--- src/rtl/nec_pkg.sv ---
// ----------------------------------------------------------------------------
// nec_pkg
// Shared widths, codes and types of the epsilon-closure unit.
// ----------------------------------------------------------------------------
package nec_pkg;

    // Fixed field widths of the stream items.
    localparam int STATE_W   = 5;
    localparam int S_TDATA_W = 16;
    localparam int S_TUSER_W = 2;
    localparam int M_TDATA_W = 8;

    // Default sizes of the automaton.
    localparam int DEF_NUM_STATES = 32;
    localparam int DEF_MAX_EDGES  = 64;

    // Operation codes carried in the low tuser bit.
    localparam logic OP_INSERT = 1'b0;
    localparam logic OP_QUERY  = 1'b1;

    // Result traffic from the walk controller to the output buffer.
    typedef struct packed {
        logic               load;    // a newly visited state
        logic [STATE_W-1:0] state;
        logic               finish;  // the walk is over, the held state is last
    } nec_res_t;

endpackage

--- src/rtl/nec_ram.sv ---
// ----------------------------------------------------------------------------
// nec_ram
// Generic single-write, single-read memory with a registered read port.
// ----------------------------------------------------------------------------
module nec_ram #(
    parameter int WIDTH = 8,
    parameter int DEPTH = 32,
    parameter int AW    = (DEPTH > 1) ? $clog2(DEPTH) : 1
) (
    input  logic             clk,
    input  logic             wr_en,
    input  logic [AW-1:0]    wr_addr,
    input  logic [WIDTH-1:0] wr_data,
    input  logic             rd_en,
    input  logic [AW-1:0]    rd_addr,
    output logic [WIDTH-1:0] rd_data
);

    logic [WIDTH-1:0] mem [DEPTH];
    logic [WIDTH-1:0] rd_data_reg;

    always_ff @(posedge clk)
    begin
        if (wr_en)
        begin
            mem[wr_addr] <= wr_data;
        end
        if (rd_en)
        begin
            rd_data_reg <= mem[rd_addr];
        end
    end

    assign rd_data = rd_data_reg;

endmodule

--- src/rtl/nec_obuf.sv ---
// ----------------------------------------------------------------------------
// nec_obuf
// Result buffer: holds the newest closure state until it is known whether
// another follows, then passes it to the output register with its last flag.
// ----------------------------------------------------------------------------
module nec_obuf (
    input  logic                               clk,
    input  logic                               rst_n,
    input  nec_pkg::nec_res_t                  res,
    output logic                               can_load,
    output logic                               m_tvalid,
    input  logic                               m_tready,
    output logic [nec_pkg::M_TDATA_W-1:0]      m_tdata,
    output logic                               m_tlast
);
    import nec_pkg::*;

    logic               pend_valid_reg, pend_valid_next;
    logic               pend_last_reg, pend_last_next;
    logic [STATE_W-1:0] pend_state_reg, pend_state_next;
    logic               out_valid_reg, out_valid_next;
    logic               out_last_reg, out_last_next;
    logic [STATE_W-1:0] out_state_reg, out_state_next;
    logic               out_free;
    logic               move;

    assign out_free = !out_valid_reg || m_tready;
    // The held state moves on once its successor arrives or the walk has ended.
    assign move     = pend_valid_reg && out_free && (res.load || pend_last_reg);
    assign can_load = !pend_valid_reg || out_free;

    always_comb
    begin
        pend_valid_next = pend_valid_reg;
        pend_last_next  = pend_last_reg;
        pend_state_next = pend_state_reg;
        out_valid_next  = out_valid_reg;
        out_last_next   = out_last_reg;
        out_state_next  = out_state_reg;

        if (move)
        begin
            out_valid_next  = 1'b1;
            out_state_next  = pend_state_reg;
            out_last_next   = pend_last_reg;
            pend_valid_next = 1'b0;
            pend_last_next  = 1'b0;
        end
        else if (m_tready)
        begin
            out_valid_next = 1'b0;
        end

        if (res.load)
        begin
            pend_valid_next = 1'b1;
            pend_state_next = res.state;
            pend_last_next  = 1'b0;
        end
        else if (res.finish)
        begin
            pend_last_next = 1'b1;
        end
    end

    always_ff @(posedge clk or negedge rst_n)
    begin
        if (!rst_n)
        begin
            pend_valid_reg <= 1'b0;
            pend_last_reg  <= 1'b0;
            out_valid_reg  <= 1'b0;
        end
        else
        begin
            pend_valid_reg <= pend_valid_next;
            pend_last_reg  <= pend_last_next;
            out_valid_reg  <= out_valid_next;
        end
    end

    always_ff @(posedge clk)
    begin
        pend_state_reg <= pend_state_next;
        out_state_reg  <= out_state_next;
        out_last_reg   <= out_last_next;
    end

    assign m_tvalid = out_valid_reg;
    assign m_tdata  = {{(M_TDATA_W - STATE_W){1'b0}}, out_state_reg};
    assign m_tlast  = out_last_reg;

endmodule

--- src/rtl/nec_ctrl.sv ---
// ----------------------------------------------------------------------------
// nec_ctrl
// Edge insertion and depth-first walk sequencer around the list-head, edge
// pool and walk-stack memories.
// ----------------------------------------------------------------------------
module nec_ctrl #(
    parameter int NUM_STATES = nec_pkg::DEF_NUM_STATES,
    parameter int MAX_EDGES  = nec_pkg::DEF_MAX_EDGES,
    parameter int SIW        = $clog2(NUM_STATES),
    parameter int EIW        = $clog2(MAX_EDGES),
    parameter int EW         = $clog2(MAX_EDGES + 1)
) (
    input  logic                              clk,
    input  logic                              rst_n,
    input  logic                              s_tvalid,
    output logic                              s_tready,
    input  logic [nec_pkg::S_TDATA_W-1:0]     s_tdata,
    input  logic [nec_pkg::S_TUSER_W-1:0]     s_tuser,
    input  logic                              can_load,
    output nec_pkg::nec_res_t                 res,
    // list-head memory
    output logic                              head_wr_en,
    output logic [SIW-1:0]                    head_wr_addr,
    output logic [EW-1:0]                     head_wr_data,
    output logic                              head_rd_en,
    output logic [SIW-1:0]                    head_rd_addr,
    input  logic [EW-1:0]                     head_rd_data,
    // edge pool memory: next pointer above target state
    output logic                              pool_wr_en,
    output logic [EIW-1:0]                    pool_wr_addr,
    output logic [EW+nec_pkg::STATE_W-1:0]    pool_wr_data,
    output logic                              pool_rd_en,
    output logic [EIW-1:0]                    pool_rd_addr,
    input  logic [EW+nec_pkg::STATE_W-1:0]    pool_rd_data,
    // walk-stack memory
    output logic                              stk_wr_en,
    output logic [SIW-1:0]                    stk_wr_addr,
    output logic [EW-1:0]                     stk_wr_data,
    output logic                              stk_rd_en,
    output logic [SIW-1:0]                    stk_rd_addr,
    input  logic [EW-1:0]                     stk_rd_data
);
    import nec_pkg::*;

    localparam int DW = $clog2(NUM_STATES + 1);
    localparam logic [EW-1:0] EDGE_NULL = EW'(MAX_EDGES);

    typedef enum logic [5:0] {
        S_IDLE = 6'b000001,
        S_INS  = 6'b000010,
        S_HEAD = 6'b000100,
        S_WALK = 6'b001000,
        S_EDGE = 6'b010000,
        S_POP  = 6'b100000
    } state_t;

    state_t                state_reg, state_next;
    logic [SIW-1:0]        from_reg, from_next;
    logic [STATE_W-1:0]    to_reg, to_next;
    logic [EW-1:0]         used_reg, used_next;
    logic [EW-1:0]         top_reg, top_next;
    logic [DW-1:0]         depth_reg, depth_next;
    logic [NUM_STATES-1:0] visited_reg, visited_next;
    logic [NUM_STATES-1:0] head_valid_reg, head_valid_next;
    logic                  head_vld_q_reg, head_vld_q_next;

    logic               in_op;
    logic               in_eps;
    logic [STATE_W-1:0] in_from;
    logic [STATE_W-1:0] in_to;
    logic [SIW-1:0]     in_from_idx;
    logic               in_from_ok;
    logic               in_to_ok;
    logic [EW-1:0]      head_val;
    logic [STATE_W-1:0] edge_tgt;
    logic [EW-1:0]      edge_nxt;
    logic [SIW-1:0]     tgt_idx;
    logic               tgt_new;

    assign in_op       = s_tuser[0];
    assign in_eps      = s_tuser[1];
    assign in_from     = s_tdata[STATE_W-1:0];
    assign in_to       = s_tdata[2*STATE_W-1:STATE_W];
    assign in_from_idx = SIW'(in_from);
    assign in_from_ok  = 32'(in_from) < NUM_STATES;
    assign in_to_ok    = 32'(in_to) < NUM_STATES;

    // A head that was never written reads as the empty list.
    assign head_val = head_vld_q_reg ? head_rd_data : EDGE_NULL;
    assign edge_tgt = pool_rd_data[STATE_W-1:0];
    assign edge_nxt = pool_rd_data[STATE_W +: EW];
    assign tgt_idx  = SIW'(edge_tgt);
    assign tgt_new  = (32'(edge_tgt) < NUM_STATES) && !visited_reg[tgt_idx];

    assign s_tready = (state_reg == S_IDLE) && can_load;

    always_comb
    begin
        state_next      = state_reg;
        from_next       = from_reg;
        to_next         = to_reg;
        used_next       = used_reg;
        top_next        = top_reg;
        depth_next      = depth_reg;
        visited_next    = visited_reg;
        head_valid_next = head_valid_reg;
        head_vld_q_next = head_vld_q_reg;

        res          = '0;
        head_wr_en   = 1'b0;
        head_wr_addr = from_reg;
        head_wr_data = used_reg;
        head_rd_en   = 1'b0;
        head_rd_addr = in_from_idx;
        pool_wr_en   = 1'b0;
        pool_wr_addr = used_reg[EIW-1:0];
        pool_wr_data = {head_val, to_reg};
        pool_rd_en   = 1'b0;
        pool_rd_addr = top_reg[EIW-1:0];
        stk_wr_en    = 1'b0;
        stk_wr_addr  = SIW'(depth_reg - DW'(1));
        stk_wr_data  = edge_nxt;
        stk_rd_en    = 1'b0;
        stk_rd_addr  = SIW'(depth_reg - DW'(2));

        unique case (state_reg)
            S_IDLE:
            begin
                if (s_tvalid && s_tready)
                begin
                    if (in_op == OP_INSERT)
                    begin
                        if (in_eps && in_from_ok && in_to_ok && (used_reg < EDGE_NULL))
                        begin
                            head_rd_en      = 1'b1;
                            head_rd_addr    = in_from_idx;
                            head_vld_q_next = head_valid_reg[in_from_idx];
                            from_next       = in_from_idx;
                            to_next         = in_to;
                            state_next      = S_INS;
                        end
                    end
                    else
                    begin
                        visited_next = '0;
                        if (in_from_ok)
                        begin
                            visited_next[in_from_idx] = 1'b1;
                            res.load        = 1'b1;
                            res.state       = in_from;
                            head_rd_en      = 1'b1;
                            head_rd_addr    = in_from_idx;
                            head_vld_q_next = head_valid_reg[in_from_idx];
                            depth_next      = DW'(1);
                            state_next      = S_HEAD;
                        end
                    end
                end
            end
            S_INS:
            begin
                // The new edge goes in front of the old list.
                pool_wr_en                = 1'b1;
                head_wr_en                = 1'b1;
                head_valid_next[from_reg] = 1'b1;
                used_next                 = used_reg + EW'(1);
                state_next                = S_IDLE;
            end
            S_HEAD:
            begin
                top_next   = head_val;
                state_next = S_WALK;
            end
            S_WALK:
            begin
                if (top_reg >= used_reg)
                begin
                    // Current level has no edges left.
                    depth_next = depth_reg - DW'(1);
                    if (depth_reg == DW'(1))
                    begin
                        res.finish = 1'b1;
                        state_next = S_IDLE;
                    end
                    else
                    begin
                        stk_rd_en  = 1'b1;
                        state_next = S_POP;
                    end
                end
                else
                begin
                    pool_rd_en = 1'b1;
                    state_next = S_EDGE;
                end
            end
            S_EDGE:
            begin
                if (!tgt_new)
                begin
                    top_next   = edge_nxt;
                    state_next = S_WALK;
                end
                else if (can_load)
                begin
                    visited_next[tgt_idx] = 1'b1;
                    res.load              = 1'b1;
                    res.state             = edge_tgt;
                    if (32'(depth_reg) < NUM_STATES)
                    begin
                        // Save the remaining list of this level and descend.
                        stk_wr_en       = 1'b1;
                        head_rd_en      = 1'b1;
                        head_rd_addr    = tgt_idx;
                        head_vld_q_next = head_valid_reg[tgt_idx];
                        depth_next      = depth_reg + DW'(1);
                        state_next      = S_HEAD;
                    end
                    else
                    begin
                        top_next   = edge_nxt;
                        state_next = S_WALK;
                    end
                end
            end
            S_POP:
            begin
                top_next   = stk_rd_data;
                state_next = S_WALK;
            end
            default:
            begin
                state_next = S_IDLE;
            end
        endcase
    end

    always_ff @(posedge clk or negedge rst_n)
    begin
        if (!rst_n)
        begin
            state_reg      <= S_IDLE;
            used_reg       <= '0;
            depth_reg      <= '0;
            visited_reg    <= '0;
            head_valid_reg <= '0;
        end
        else
        begin
            state_reg      <= state_next;
            used_reg       <= used_next;
            depth_reg      <= depth_next;
            visited_reg    <= visited_next;
            head_valid_reg <= head_valid_next;
        end
    end

    always_ff @(posedge clk)
    begin
        from_reg       <= from_next;
        to_reg         <= to_next;
        top_reg        <= top_next;
        head_vld_q_reg <= head_vld_q_next;
    end

endmodule

--- src/rtl/nfa_epsilon_closure_top.sv ---
// ----------------------------------------------------------------------------
// nfa_epsilon_closure_top
// Epsilon-closure unit: stores epsilon edges in linked adjacency lists and
// streams the depth-first closure of a queried state.
// ----------------------------------------------------------------------------
//
//  Channel   Direction  Payload
//  s_*       in         tdata: from_state[4:0], to_state[9:5], zero pad
//                       tuser: opcode[0], edge_is_epsilon[1]
//  m_*       out        tdata: closure_state[4:0], zero pad; tlast: last_in_closure
//
// An epsilon insert that is stored first reads the list head of the source,
// then writes the new pool entry and the new head in the same cycle. Any
// other insert is done with its transfer.
// A query reads the pool entry of each stored edge examined, and for each
// state visited reads its list head, makes the empty check at the end of its
// level and reads the walk stack back; each walk step goes through the
// registered read port of the edge pool, list-head or walk-stack memory.
// Reset empties every list and the pool; no clearing pass is needed, since
// list heads carry a valid bit each and only pool entries in use are read.
// A stalled output holds the walk only when a new state is found while the
// previous one is still waiting; the last result of a query may wait in the
// output register while the next item is transferred.
//
module nfa_epsilon_closure_top #(
    parameter int NUM_STATES = nec_pkg::DEF_NUM_STATES,
    parameter int MAX_EDGES  = nec_pkg::DEF_MAX_EDGES
) (
    input  logic                          clk,
    input  logic                          rst_n,
    input  logic                          s_tvalid,
    output logic                          s_tready,
    // from_state [4:0], to_state [9:5], zero [15:10]
    input  logic [nec_pkg::S_TDATA_W-1:0] s_tdata,
    // opcode [0], edge_is_epsilon [1]
    input  logic [nec_pkg::S_TUSER_W-1:0] s_tuser,
    output logic                          m_tvalid,
    input  logic                          m_tready,
    // closure_state [4:0], zero [7:5]
    output logic [nec_pkg::M_TDATA_W-1:0] m_tdata,
    output logic                          m_tlast
);
    import nec_pkg::*;

    // Widths of state indexes, pool indexes and pool pointers (with null code).
    localparam int SIW = $clog2(NUM_STATES);
    localparam int EIW = $clog2(MAX_EDGES);
    localparam int EW  = $clog2(MAX_EDGES + 1);

    nec_res_t res;
    logic     can_load;

    logic                  head_wr_en;
    logic [SIW-1:0]        head_wr_addr;
    logic [EW-1:0]         head_wr_data;
    logic                  head_rd_en;
    logic [SIW-1:0]        head_rd_addr;
    logic [EW-1:0]         head_rd_data;

    logic                  pool_wr_en;
    logic [EIW-1:0]        pool_wr_addr;
    logic [EW+STATE_W-1:0] pool_wr_data;
    logic                  pool_rd_en;
    logic [EIW-1:0]        pool_rd_addr;
    logic [EW+STATE_W-1:0] pool_rd_data;

    logic                  stk_wr_en;
    logic [SIW-1:0]        stk_wr_addr;
    logic [EW-1:0]         stk_wr_data;
    logic                  stk_rd_en;
    logic [SIW-1:0]        stk_rd_addr;
    logic [EW-1:0]         stk_rd_data;

    // Head pointer of each state's adjacency list.
    nec_ram #(
        .WIDTH (EW),
        .DEPTH (NUM_STATES),
        .AW    (SIW)
    ) u_head_ram (
        .clk     (clk),
        .wr_en   (head_wr_en),
        .wr_addr (head_wr_addr),
        .wr_data (head_wr_data),
        .rd_en   (head_rd_en),
        .rd_addr (head_rd_addr),
        .rd_data (head_rd_data)
    );

    // Edge pool: each entry holds its target state and the next entry.
    nec_ram #(
        .WIDTH (EW + STATE_W),
        .DEPTH (MAX_EDGES),
        .AW    (EIW)
    ) u_pool_ram (
        .clk     (clk),
        .wr_en   (pool_wr_en),
        .wr_addr (pool_wr_addr),
        .wr_data (pool_wr_data),
        .rd_en   (pool_rd_en),
        .rd_addr (pool_rd_addr),
        .rd_data (pool_rd_data)
    );

    // Pending list pointers of the levels below the current one.
    nec_ram #(
        .WIDTH (EW),
        .DEPTH (NUM_STATES),
        .AW    (SIW)
    ) u_stack_ram (
        .clk     (clk),
        .wr_en   (stk_wr_en),
        .wr_addr (stk_wr_addr),
        .wr_data (stk_wr_data),
        .rd_en   (stk_rd_en),
        .rd_addr (stk_rd_addr),
        .rd_data (stk_rd_data)
    );

    nec_ctrl #(
        .NUM_STATES (NUM_STATES),
        .MAX_EDGES  (MAX_EDGES),
        .SIW        (SIW),
        .EIW        (EIW),
        .EW         (EW)
    ) u_ctrl (
        .clk          (clk),
        .rst_n        (rst_n),
        .s_tvalid     (s_tvalid),
        .s_tready     (s_tready),
        .s_tdata      (s_tdata),
        .s_tuser      (s_tuser),
        .can_load     (can_load),
        .res          (res),
        .head_wr_en   (head_wr_en),
        .head_wr_addr (head_wr_addr),
        .head_wr_data (head_wr_data),
        .head_rd_en   (head_rd_en),
        .head_rd_addr (head_rd_addr),
        .head_rd_data (head_rd_data),
        .pool_wr_en   (pool_wr_en),
        .pool_wr_addr (pool_wr_addr),
        .pool_wr_data (pool_wr_data),
        .pool_rd_en   (pool_rd_en),
        .pool_rd_addr (pool_rd_addr),
        .pool_rd_data (pool_rd_data),
        .stk_wr_en    (stk_wr_en),
        .stk_wr_addr  (stk_wr_addr),
        .stk_wr_data  (stk_wr_data),
        .stk_rd_en    (stk_rd_en),
        .stk_rd_addr  (stk_rd_addr),
        .stk_rd_data  (stk_rd_data)
    );

    // The buffer holds back each state until it knows whether it is the last.
    nec_obuf u_obuf (
        .clk      (clk),
        .rst_n    (rst_n),
        .res      (res),
        .can_load (can_load),
        .m_tvalid (m_tvalid),
        .m_tready (m_tready),
        .m_tdata  (m_tdata),
        .m_tlast  (m_tlast)
    );

endmodule

--- config.mk ---
export PLATFORM = sky130hd
export DESIGN_NAME = nfa_epsilon_closure_top
export DESIGN_NICKNAME = d
export VERILOG_FILES = /design/src/rtl/nec_pkg.sv /design/src/rtl/nec_ram.sv /design/src/rtl/nec_obuf.sv /design/src/rtl/nec_ctrl.sv /design/src/rtl/nfa_epsilon_closure_top.sv
export SDC_FILE = /design/constraint.sdc
export NUM_CORES = 1
export LEC_CHECK = 0
export BUFFER_PORTS_ARGS = -buffer_cell sky130_fd_sc_hd__buf_2
export CELL_PAD_IN_SITES_DETAIL_PLACEMENT = 1
export CELL_PAD_IN_SITES_GLOBAL_PLACEMENT = 1
export CORE_MARGIN = 10
export CORE_UTILIZATION = 50
export CTS_BUF_LIST = sky130_fd_sc_hd__clkbuf_8
export DETAILED_ROUTE_END_ITERATION = 10
export PLACE_DENSITY_LB_ADDON = 0.25
export SLEW_MARGIN = 20
export SYNTH_ARGS = -nofsm -noshare
export SYNTH_HDL_FRONTEND = slang
export SYNTH_SLANG_ARGS = --single-unit
--- constraint.sdc ---
create_clock -name clk -period 5.1 [get_ports clk]
set_input_delay 0.51 -clock clk [delete_from_list [all_inputs] [get_ports clk]]
set_output_delay 0.51 -clock clk [all_outputs]
set_load 0.01 [all_outputs]
==> After elaboration in Yosys (flattened, before gate mapping) <==
Memories as Yosys holds them, arrays and structs flattened. A register that Yosys moved wholly into a read port is not among the register bits.
Index checks and enable logic that the tools add are counted.
{ "word_totals": {"mem_count": 3, "ff_bits": 115, "inputBits": 22, "ram_bits": 1216, "out_inout_bits": 11} }
{ "classes": {"bitwise_logic": 3, "add_sub_neg": 4, "n_mux": 81, "order_cmp": 9, "n_reduce_logical": 26, "n_eq_ne": 16} }
{ "memory_table": {"columns": ["name", "words", "word_bits", "read_ports", "rd_clocked_by_memory_dff", "write_ports", "line_no", "text"], "rows": [
  ["u_pool_ram.mem", 64, 12, 1, 1, 1, "nec_ram.sv:19", "logic [WIDTH-1:0] mem [DEPTH];"],
  ["u_head_ram.mem", 32, 7, 1, 1, 1, "nec_ram.sv:19", null],
  ["u_stack_ram.mem", 32, 7, 1, 1, 1, "nec_ram.sv:19", null]
]} }
{ "ops": {"columns": ["cell", "n"], "rows": [
  ["two-way mux 32 bit", 4],
  ["two-way mux 6 bit", 17],
  ["OR 32 bit", 2],
  ["one-hot mux 32 bit (2 select lines)", 1],
  ["two-way mux 1 bit", 38],
  ["two-way mux 7 bit", 4],
  ["one-hot mux 6 bit (4 select lines)", 1],
  ["one-hot mux 7 bit (3 select lines)", 1],
  ["two-way mux 5 bit", 4],
  ["less-than comparator 5 x 6 -> 1 bit, second input constant", 3],
  ["one-hot mux 6 bit (3 select lines)", 1],
  ["binary-select mux 1 bit (select 5 bit)", 3],
  ["demux 1 bit (select 5 bit)", 3],
  ["greater-or-equal comparator 5 x 1 -> 1 bit, second input constant", 3],
  ["== test 6 x 1 -> 1 bit, second input constant", 2],
  ["one-hot mux 6 bit (2 select lines)", 1],
  ["nonzero test 3 bit", 3],
  ["logical AND 1 bit", 8],
  ["adder 7 x 1 -> 7 bit, second input constant", 1],
  ["greater-or-equal comparator 7 bit", 1],
  ["less-than comparator 7 bit, second input constant", 1],
  ["AND reduction 7 bit", 1],
  ["adder 6 x 1 -> 6 bit, second input constant", 1],
  ["== test 6 x 2 -> 1 bit, second input constant", 1],
  ["23 further kinds", 34]
]} }

==> Logic depth before layout (Yosys ltp) <==
Gate-level depths: netlist of the first run.
{ "depth": {"depth_word": 12, "ltp_mapped": 15, "depth_no_buf": 11} }

==> Hierarchy <==
A second synthesis of the first run with hierarchy kept.
{ "unflattened": {"hier_cells": 2797, "hier_area_um2": 54938.9} }
{ "by_module_without_submodules": {"columns": ["module", "n_inst", "area_per_inst_um2", "seq_area_each_um2", "cells_per_inst"], "rows": [
  ["nec_ram (u_pool_ram)", 1, 29971.2, 23422.5, 1339],
  ["nec_ram (u_head_ram ...)", 2, 8903.5, 6936.7, 370],
  ["nec_ctrl", 1, 6653.9, 2618.8, 688],
  ["nec_obuf", 1, 506.7, 405.4, 30]
]} }

==> Worst setup path after synthesis of the first run <==
OpenSTA, ideal clock, no wires.
{ "synth_timing": {"path_type": "register to register", "startpoint": "register u_pool_ram.rd_data_reg[0], in the netlist u_pool_ram.rd_data[0], read port of u_pool_ram.mem", "endpoint": "register u_head_ram.rd_data_reg[2], in the netlist u_head_ram.rd_data[2], read port of u_head_ram.mem (data pin)", "stages_incl_launch_ff": 13, "arrival_ps": 3278, "setup_time_ps": 268, "path_buffers": 3, "period_less_slack_ps": 3547, "required_time_ps": 4832, "slack_ps": 1553, "cell_sequence": "edfxtp_1 buf_6 mux4_2 and2_4 a221o_2 nor3_4 mux2i_1 buf_4 buf_2 mux2_2 o22ai_1 o2bb2ai_1 nor4_1"} }
{ "synth_via": {"elab_chain_len": 4, "elab_cells_between_ends": 8, "cone_classes": "mux: 8"} }
{ "synth_lines": {"columns": ["item", "line_no", "text"], "rows": [
  ["from (decl)", "nec_ram.sv:20", "logic [WIDTH-1:0] rd_data_reg;"],
  ["binary-select mux 1 bit (select 5 bit) or two-way mux 5 bit (tied branches)", "nec_ctrl.sv:93, nec_ctrl.sv:209", null],
  ["two-way mux 1 bit (not written as such) or two-way mux 5 bit (tied branches)", "nec_ctrl.sv:93, nec_ctrl.sv:204", null],
  ["two-way mux 1 bit or two-way mux 5 bit (tied branches)", "nec_ctrl.sv:199", "if (!tgt_new)"],
  ["one-hot mux 1 bit (2 select lines) or two-way mux 5 bit (tied branches)", null, null],
  ["to (decl)", "nec_ram.sv:20", null]
]} }
Several ways; a longest one is shown, not always the timed one. The select of a mux whose other input is x is not followed.
A chain may end at the register's enable or synchronous reset.

==> Final worst setup path of the first run <==
{ "layout_timing": {"startpoint": "register u_pool_ram.rd_data_reg[0], in the netlist u_pool_ram.rd_data[0], read port of u_pool_ram.mem", "endpoint": "register u_head_ram.rd_data_reg[4], in the netlist u_head_ram.rd_data[4], read port of u_head_ram.mem (data pin)"} }
The elaborated chain is that of the path after synthesis.

==> qor.yml, run 1 <==
status: "completed"
path_cells: "buf_4 -> mux2i_1 -> o221ai_1 -> a221o_2 -> nor3_4 -> mux2i_4 -> nand3_1 -> o311ai_0 -> nor4_1"
drv_slew: 0
viasPerCell: 6.037
track_usage_pct: 21.81
dp.cells: 4242
synthesis.area_sq_um: 54460
yosys-top-cells-area: "edfxtp_1, mux4_2, dfrtp_1"
drt_first_iter_violations: 2578
ys_warn_count: 0
arrival_ps: 5330
irDropWorstVdd_v: 0.0003341
p_leak_nw: 20.42
cts_max_level: 4
ant_nets: 0
cts_root_buffer: "clkbuf_8"
post_route_cells_drive_above_1_share_pct: 27.50
worst_pin_slew_ps: 1121
largest_reg_flops: 768
vias: 28160
syn_to_final_growth_pct: 12.18
largestRegisters: "u_pool_ram.mem (768), u_head_ram.mem (224), u_stack_ram.mem (224)"
reg2reg_depth: 9
dieArea_sq_um: 122500
grt_pass1_wl_microns: 199900
finalCritPeriodShare_pct: 92.65
core_sq_um: 108600
dp_hpwl_microns: 83130
startpoint_type: "flop"
cp-end-kind: "flop"
post_cts_resized: 0
wl_per_cell_microns: 28.41
clkSlewWorstSetupHoldPaths_ps: 60
synth-seq-area-share_pct: 74.03
clockBufferDepth: 3
cts_num_sinks: 1357
postCtsHoldBufs: 12
fin_total_pwr_mw: 22.48
antenna_found_initial: 3
cts_buffers: 214
gp_congestion: 0.8679
placedInstanceArea_sq_um: 56690
grt_overflow_total: 0
dr.pass1.iters: 5
critPathSlowestCell: "o311ai_0"
wirelength_microns: 132500
synth_cell_type_count: 74
cts_tree: "yes"
grt_max_degree: 97
grt_pass1_vias: 30560
synth_cells: 2836
synth_largest_area_cell: "edfxtp_1"
clock_latency_ps: 910
final_nets: 3100
std_cell_rows: 121
setup_tns_ps: 0
hold_viol_final: 0
drc: 0
hold_class: "primary input to flop"
setup_viol: 0
skew_ps: 59.96
synth_top_flop_cell: "edfxtp_1"
whs_path_depth: 1
crit_fanout: 17
cts_setup_buffers: 0
rsz0062_at_grt: "false"
die_w_microns: 350.0
crit_type: "flop to flop"
yosysTopAreaCellShare_pct: 70.08
cp.required_ps: 5700
p_per_area_nw_per_um2: 368.0
io_pins: 33
maxSlewHeadroom_pct: 24.99
max_stage_delay_ps: 810
max_freq_mhz: 211.6
finalInstanceArea_sq_um: 61090
initial_core_util_pct: 50.17
n_fill_cell: 9493
top_register: "u_pool_ram.mem"
synth-edff-count: 1271
syn_avg_cell_area_sq_um: 19.20
die_h_microns: 350.0
fin_crit_ps: 4725
layout.cells.non_filler: 4665
synth_seq_cells: 1357
synthArstFlopShare_pct: 6.338
io_buffers: 23
maxCapViolCount: 0
## area by class of cell
class | count | area, sq um | area share (%)
well taps | 1414 | 1769 | 2.896
repair buffers | 157 | 1261 | 2.064
flip-flops and latches | 1357 | 40320 | 66.00
inverters | 48 | 187.7 | 0.3072
diodes | 4 | 10.01 | 0.01638
clock inverters | 183 | 1109 | 1.814
multi-input cells | 1284 | 13430 | 21.99
clock buffers | 218 | 3000 | 4.911
## worst paths after layout
kind | startpoint | to | slack, ps
min reg2reg | u_obuf.pend_state_reg[4] | u_obuf.out_state_reg[4] | 430
min | s_tdata[0] | u_ctrl.head_wr_addr[0] | 120
max in group asynchronous | rst_n | u_ctrl.depth_reg[0] | 3810
max | u_pool_ram.rd_data[0] | u_head_ram.rd_data[4] | 380
max reg2reg | u_pool_ram.rd_data[0] | u_head_ram.rd_data[4] | 380
min in group asynchronous | rst_n | u_ctrl.head_wr_data[5] | 150
## per-stage QoR
step / setup slack (ps) / utilization (%) / hold slack (ps)
after floorplan: 1553 / - / 214.4
after global placement: 716.3 / 52.21 / 410.2
after detailed placement: 536.4 / 52.22 / 415.5
after CTS: 469.9 / 56.12 / 39.60
after global routing: 271.5 / 56.28 / 82.20
final: 375.0 / 56.28 / 123.1
## power by group
| part | switching [mW] | total, mW | internal (mW) |
|---|---|---|---|
| registers | 0.123 | 12.6 | 12.4 |
| logic | 0.754 | 1.11 | 0.359 |
| clock network | 4.29 | 8.81 | 4.52 |
| total | 5.17 | 22.5 | 17.3 |
## placed cells by master, fill, tap and decap left out, types with 10 or more instances in the layout
cell,instances
a21oi_1,94
a31oi_1,13
a32oi_1,15
buf_2,22
buf_4,113
bufinv_16,10
clkbuf_8,218
clkinv_1,60
clkinv_2,32
dfrtp_1,83
dlygate4sd3_1,12
edfxtp_1,1271
ha_1,15
inv_1,113
mux2_2,33
mux2i_1,50
mux4_2,342
nand2_1,177
nand2b_1,13
nand3_1,36
nand4_1,19
nor2_1,132
nor2_2,26
nor3_1,34
o21ai_0,59
o22ai_1,19
or2_2,39
xnor2_1,10
## per-layer routing
metal / wire length [microns] / track usage, % / share of wire [%] / up-vias
met3: 7747 / 4.032 / 5.8 / 230
met1: 54510 / 29.01 / 41 / 14910
met2: 66890 / 36.54 / 50 / 975
li1: - / - / - / 12050
met5: 0 / 0 / 0 / -
met4: 3370 / 6.791 / 2.5 / 0
## cell families (layout without fill, tap and decap cells)
kind of cell / after synthesis / after routing / synth area share, %
other: 1 / 7 / 0.006886
AND/OR/NAND/NOR: 546 / 546 / 4.772
XOR/XNOR: 14 / 14 / 0.2251
multiplexers: 427 / 427 / 15.78
buffers and inverters: 197 / 606 / 1.548
adder cells (fa/ha/maj): 16 / 16 / 0.3676
AO/OA/AOI/OAI: 278 / 278 / 3.262
flip-flops: 1357 / 1357 / 74.03
## synthesized netlist by cell type, types with 35 or more instances
| library cell | instances |
|---|---|
| mux2i_1 | 51 |
| or2_2 | 39 |
| nand3_1 | 36 |
| a21oi_1 | 94 |
| inv_1 | 48 |
| dfrtp_1 | 85 |
| o21ai_0 | 59 |
| edfxtp_1 | 1271 |
| nand2_1 | 177 |
| nor2_1 | 160 |
| nor3_1 | 35 |
| mux4_2 | 342 |
| clkbuf_1 | 85 |
## worst max-delay path, delay by kind of cell (launching register included)
family                 cells  cell delay (ps)
AO/OA/AOI/OAI              3             1510
AND/OR/NAND/NOR            3             1000
multiplexers               2              990
flip-flops                 1              540
buffers and inverters      1              360
Power figures use the tool's default switching activity.
==> run 2: changes to the inputs <==
Settings changed: CORE_UTILIZATION 50 to 39.
==> qor.yml, run 2 (same netlist as run 1, synthesis figures left out) <==
status: "completed"  # unchanged
io_pins: 33  # unchanged
maxCapViolCount: 0  # unchanged
initial_core_util_pct: 39.13  # was 50.17%
worst_pin_slew_ps: 1155  # was 1121 ps
cp-end-kind: "flop"  # unchanged
worstHoldStart: "s_tdata[1]"  # was s_tdata[0]
viasPerCell: 5.420  # was 6.037
critPathLaunch: "u_pool_ram.rd_data[1]"  # was u_pool_ram.rd_data[0]
p_per_area_nw_per_um2: 361.6  # was 368.0 nW/um^2
grt_max_degree: 68  # was 97
cp_num_buf_inv: 3  # was 1
dp.cells: 4730  # was 4242
setup_tns_ps: 0  # unchanged
grt_pass1_wl_microns: 199900  # about the same
cts_buffers: 216  # was 214
top_register: "u_pool_ram.mem"  # unchanged
cts_max_level: 4  # unchanged
rsz0062_at_grt: "false"  # unchanged
crit_top_cell: "buf_4"
maxSlewHeadroom_pct: 22.69  # was 24.99%
hold_class: "primary input to flop"  # unchanged
largestRegisters: "u_pool_ram.mem (768), u_head_ram.mem (224), u_stack_ram.mem (224)"  # unchanged
gp_congestion: 0.8244  # was 0.8679
layout.cells.non_filler: 5145  # was 4665
arrival_ps: 5210  # was 5330 ps
cp_top_family: "compound AO/OA/AOI/OAI gates"  # unchanged
drt_first_iter_violations: 2415  # was 2578
post_route_cells_drive_above_1_share_pct: 27.51  # was 27.50%
critPathSlowestCell: "edfxtp_1"  # was o311ai_0
drv_slew: 0  # unchanged
fin_util_pct: 44.29  # was 56.28%
fin_crit_ps: 4588  # was 4725 ps
wl_per_cell_microns: 25.92  # was 28.41 microns
antenna_found_initial: 4  # was 3
clock_latency_ps: 900  # was 910 ps
track_usage_pct: 16.97  # was 21.81%
layout_common_cells: "edfxtp_1, mux4_2, clkbuf_8"  # unchanged
drc: 0  # unchanged
syn_to_final_growth_pct: 13.18  # was 12.18%
clkSlewWorstSetupHoldPaths_ps: 60  # about the same
vias: 27890  # was 28160
skew_ps: 23.34  # was 59.96 ps
io_buffers: 23  # unchanged
max_freq_mhz: 218.0  # was 211.6 MHz
finalCritPeriodShare_pct: 89.96  # was 92.65%
cp.required_ps: 5730  # was 5700 ps
die_w_microns: 393.7  # was 350.0 microns
hold_viol_final: 0  # unchanged
crit_fanout: 15  # was 17
dieArea_sq_um: 155000  # was 122500 sq um
wirelength_microns: 133400  # was 132500 microns
startpoint_type: "flop"  # unchanged
crit_type: "flop to flop"  # unchanged
max_stage_delay_ps: 900  # was 810 ps
clockBufferDepth: 3  # unchanged
die_h_microns: 393.7  # was 350.0 microns
grt_pass1_vias: 29850  # was 30560
largest_reg_flops: 768  # unchanged
setup_viol: 0  # unchanged
ant_nets: 0  # unchanged
path_cells: "buf_4 -> and3b_1 -> a32oi_1 -> a31oi_4 -> nor3_4 -> mux2i_4 -> buf_4 -> nand3_1 -> o311ai_0 -> buf_4 -> nor4_1"  # was buf_4 -> mux2i_1 -> o221ai_1 -> a221o_2 -> nor3_4 -> mux2i_4 -> nand3_1 -> o311ai_0 -> nor4_1
core_sq_um: 139200  # was 108600 sq um
std_cell_rows: 137  # was 121
cts_root_buffer: "clkbuf_8"  # unchanged
grt_overflow_total: 0  # unchanged
layout_commonest_cell: "edfxtp_1"  # unchanged
dr.pass1.iters: 7  # was 5
cts_tree: "yes"  # unchanged
final_nets: 3124  # was 3100
post_cts_resized: 0  # unchanged
cts_num_sinks: 1357  # unchanged
irDropWorstVdd_v: 0.0002386  # was 0.0003341 V
n_fill_cell: 13300  # was 9493
p_leak_nw: 20.43  # was 20.42 nW
dp_hpwl_microns: 85510  # was 83130 microns
r2r_start: "u_pool_ram.rd_data[1]"  # was u_pool_ram.rd_data[0]
[run 2: cell count changes in the layout (fill, tap and decap cells not counted), moves of 5 or more]
cell        previous run  this run
clkinv_1              60        70
inv_1                113       104
nor2_2                26        14
clkinvlp_4             3         8
buf_4                113       137
clkbuf_8             218       223
nor2_1               132       144
[run 2: power by group]
part           total, mW  switching [mW]  internal [mW]
sequential          12.6           0.124           12.4
clock               8.60            4.25           4.35
combinational       1.13           0.761          0.364
total               22.3            5.13           17.2
[run 2: final timing paths]
check,endpoint,slack [ps],cells past startpoint
min in group asynchronous,u_ctrl.head_valid_reg[12],270,2
max in group asynchronous,u_ctrl.depth_reg[0],3810,3
worst min register to register,u_obuf.out_state_reg[2],420,0
worst min-delay path,u_ctrl.head_wr_addr[1],110,1
worst max-delay path,u_head_ram.rd_data[4],510,11
worst max register to register,u_head_ram.rd_data[4],510,11
[run 2: routing by layer]
metal  track usage, %  vias to the layer above  share of wire, %
met5                0                        -            0.0097
met4            5.000                        2               2.3
met3            3.029                      209               5.2
met2            27.64                      725                49
met1            23.30                    14880                44
li1                 -                    12070                 -
[run 2: worst reg2reg max path: stages, from the launching register on]
cell and delay, ps:
edfxtp_1 900, buf_4 350, and3b_1 230, a32oi_1 300, a31oi_4 190, nor3_4 290, mux2i_4 740, buf_4 290
nand3_1 270, o311ai_0 500, buf_4 200, nor4_1 60
[run 2: final cells by class]
| type | instances | area [sq um] | area share, % |
|---|---|---|---|
| flip-flops and latches | 1357 | 40320 | 65.42 |
| clock inverters | 177 | 904.6 | 1.468 |
| diodes | 1 | 2.502 | 0.004060 |
| multi-input cells | 1284 | 13400 | 21.73 |
| clock buffers | 223 | 3069 | 4.979 |
| well taps | 1876 | 2347 | 3.808 |
| repair buffers | 179 | 1409 | 2.286 |
| inverters | 48 | 187.7 | 0.3045 |
[run 2: timing repair]
item                      4_1_cts  5_1_grt
setup buffers                   0        0
hold endpoints to repair       71        0
hold buffers                   12        0
[run 2: stage by stage]
step / worst slack [ps] / area (sq um) / total power, mW / hold slack, ps
4_1_cts: 541.9 / 61560 / 22.55 / 3.854
6_report: 512.1 / 61640 / 22.29 / 106.7
3_5_place_dp: 572.2 / 57470 / 13.91 / 411.9
2_1_floorplan: 1553 / 54470 / 13.42 / 214.4
3_3_place_gp: 644.7 / 57470 / 13.83 / 403.1
5_1_grt: 206.6 / 61640 / 23.17 / 58.01
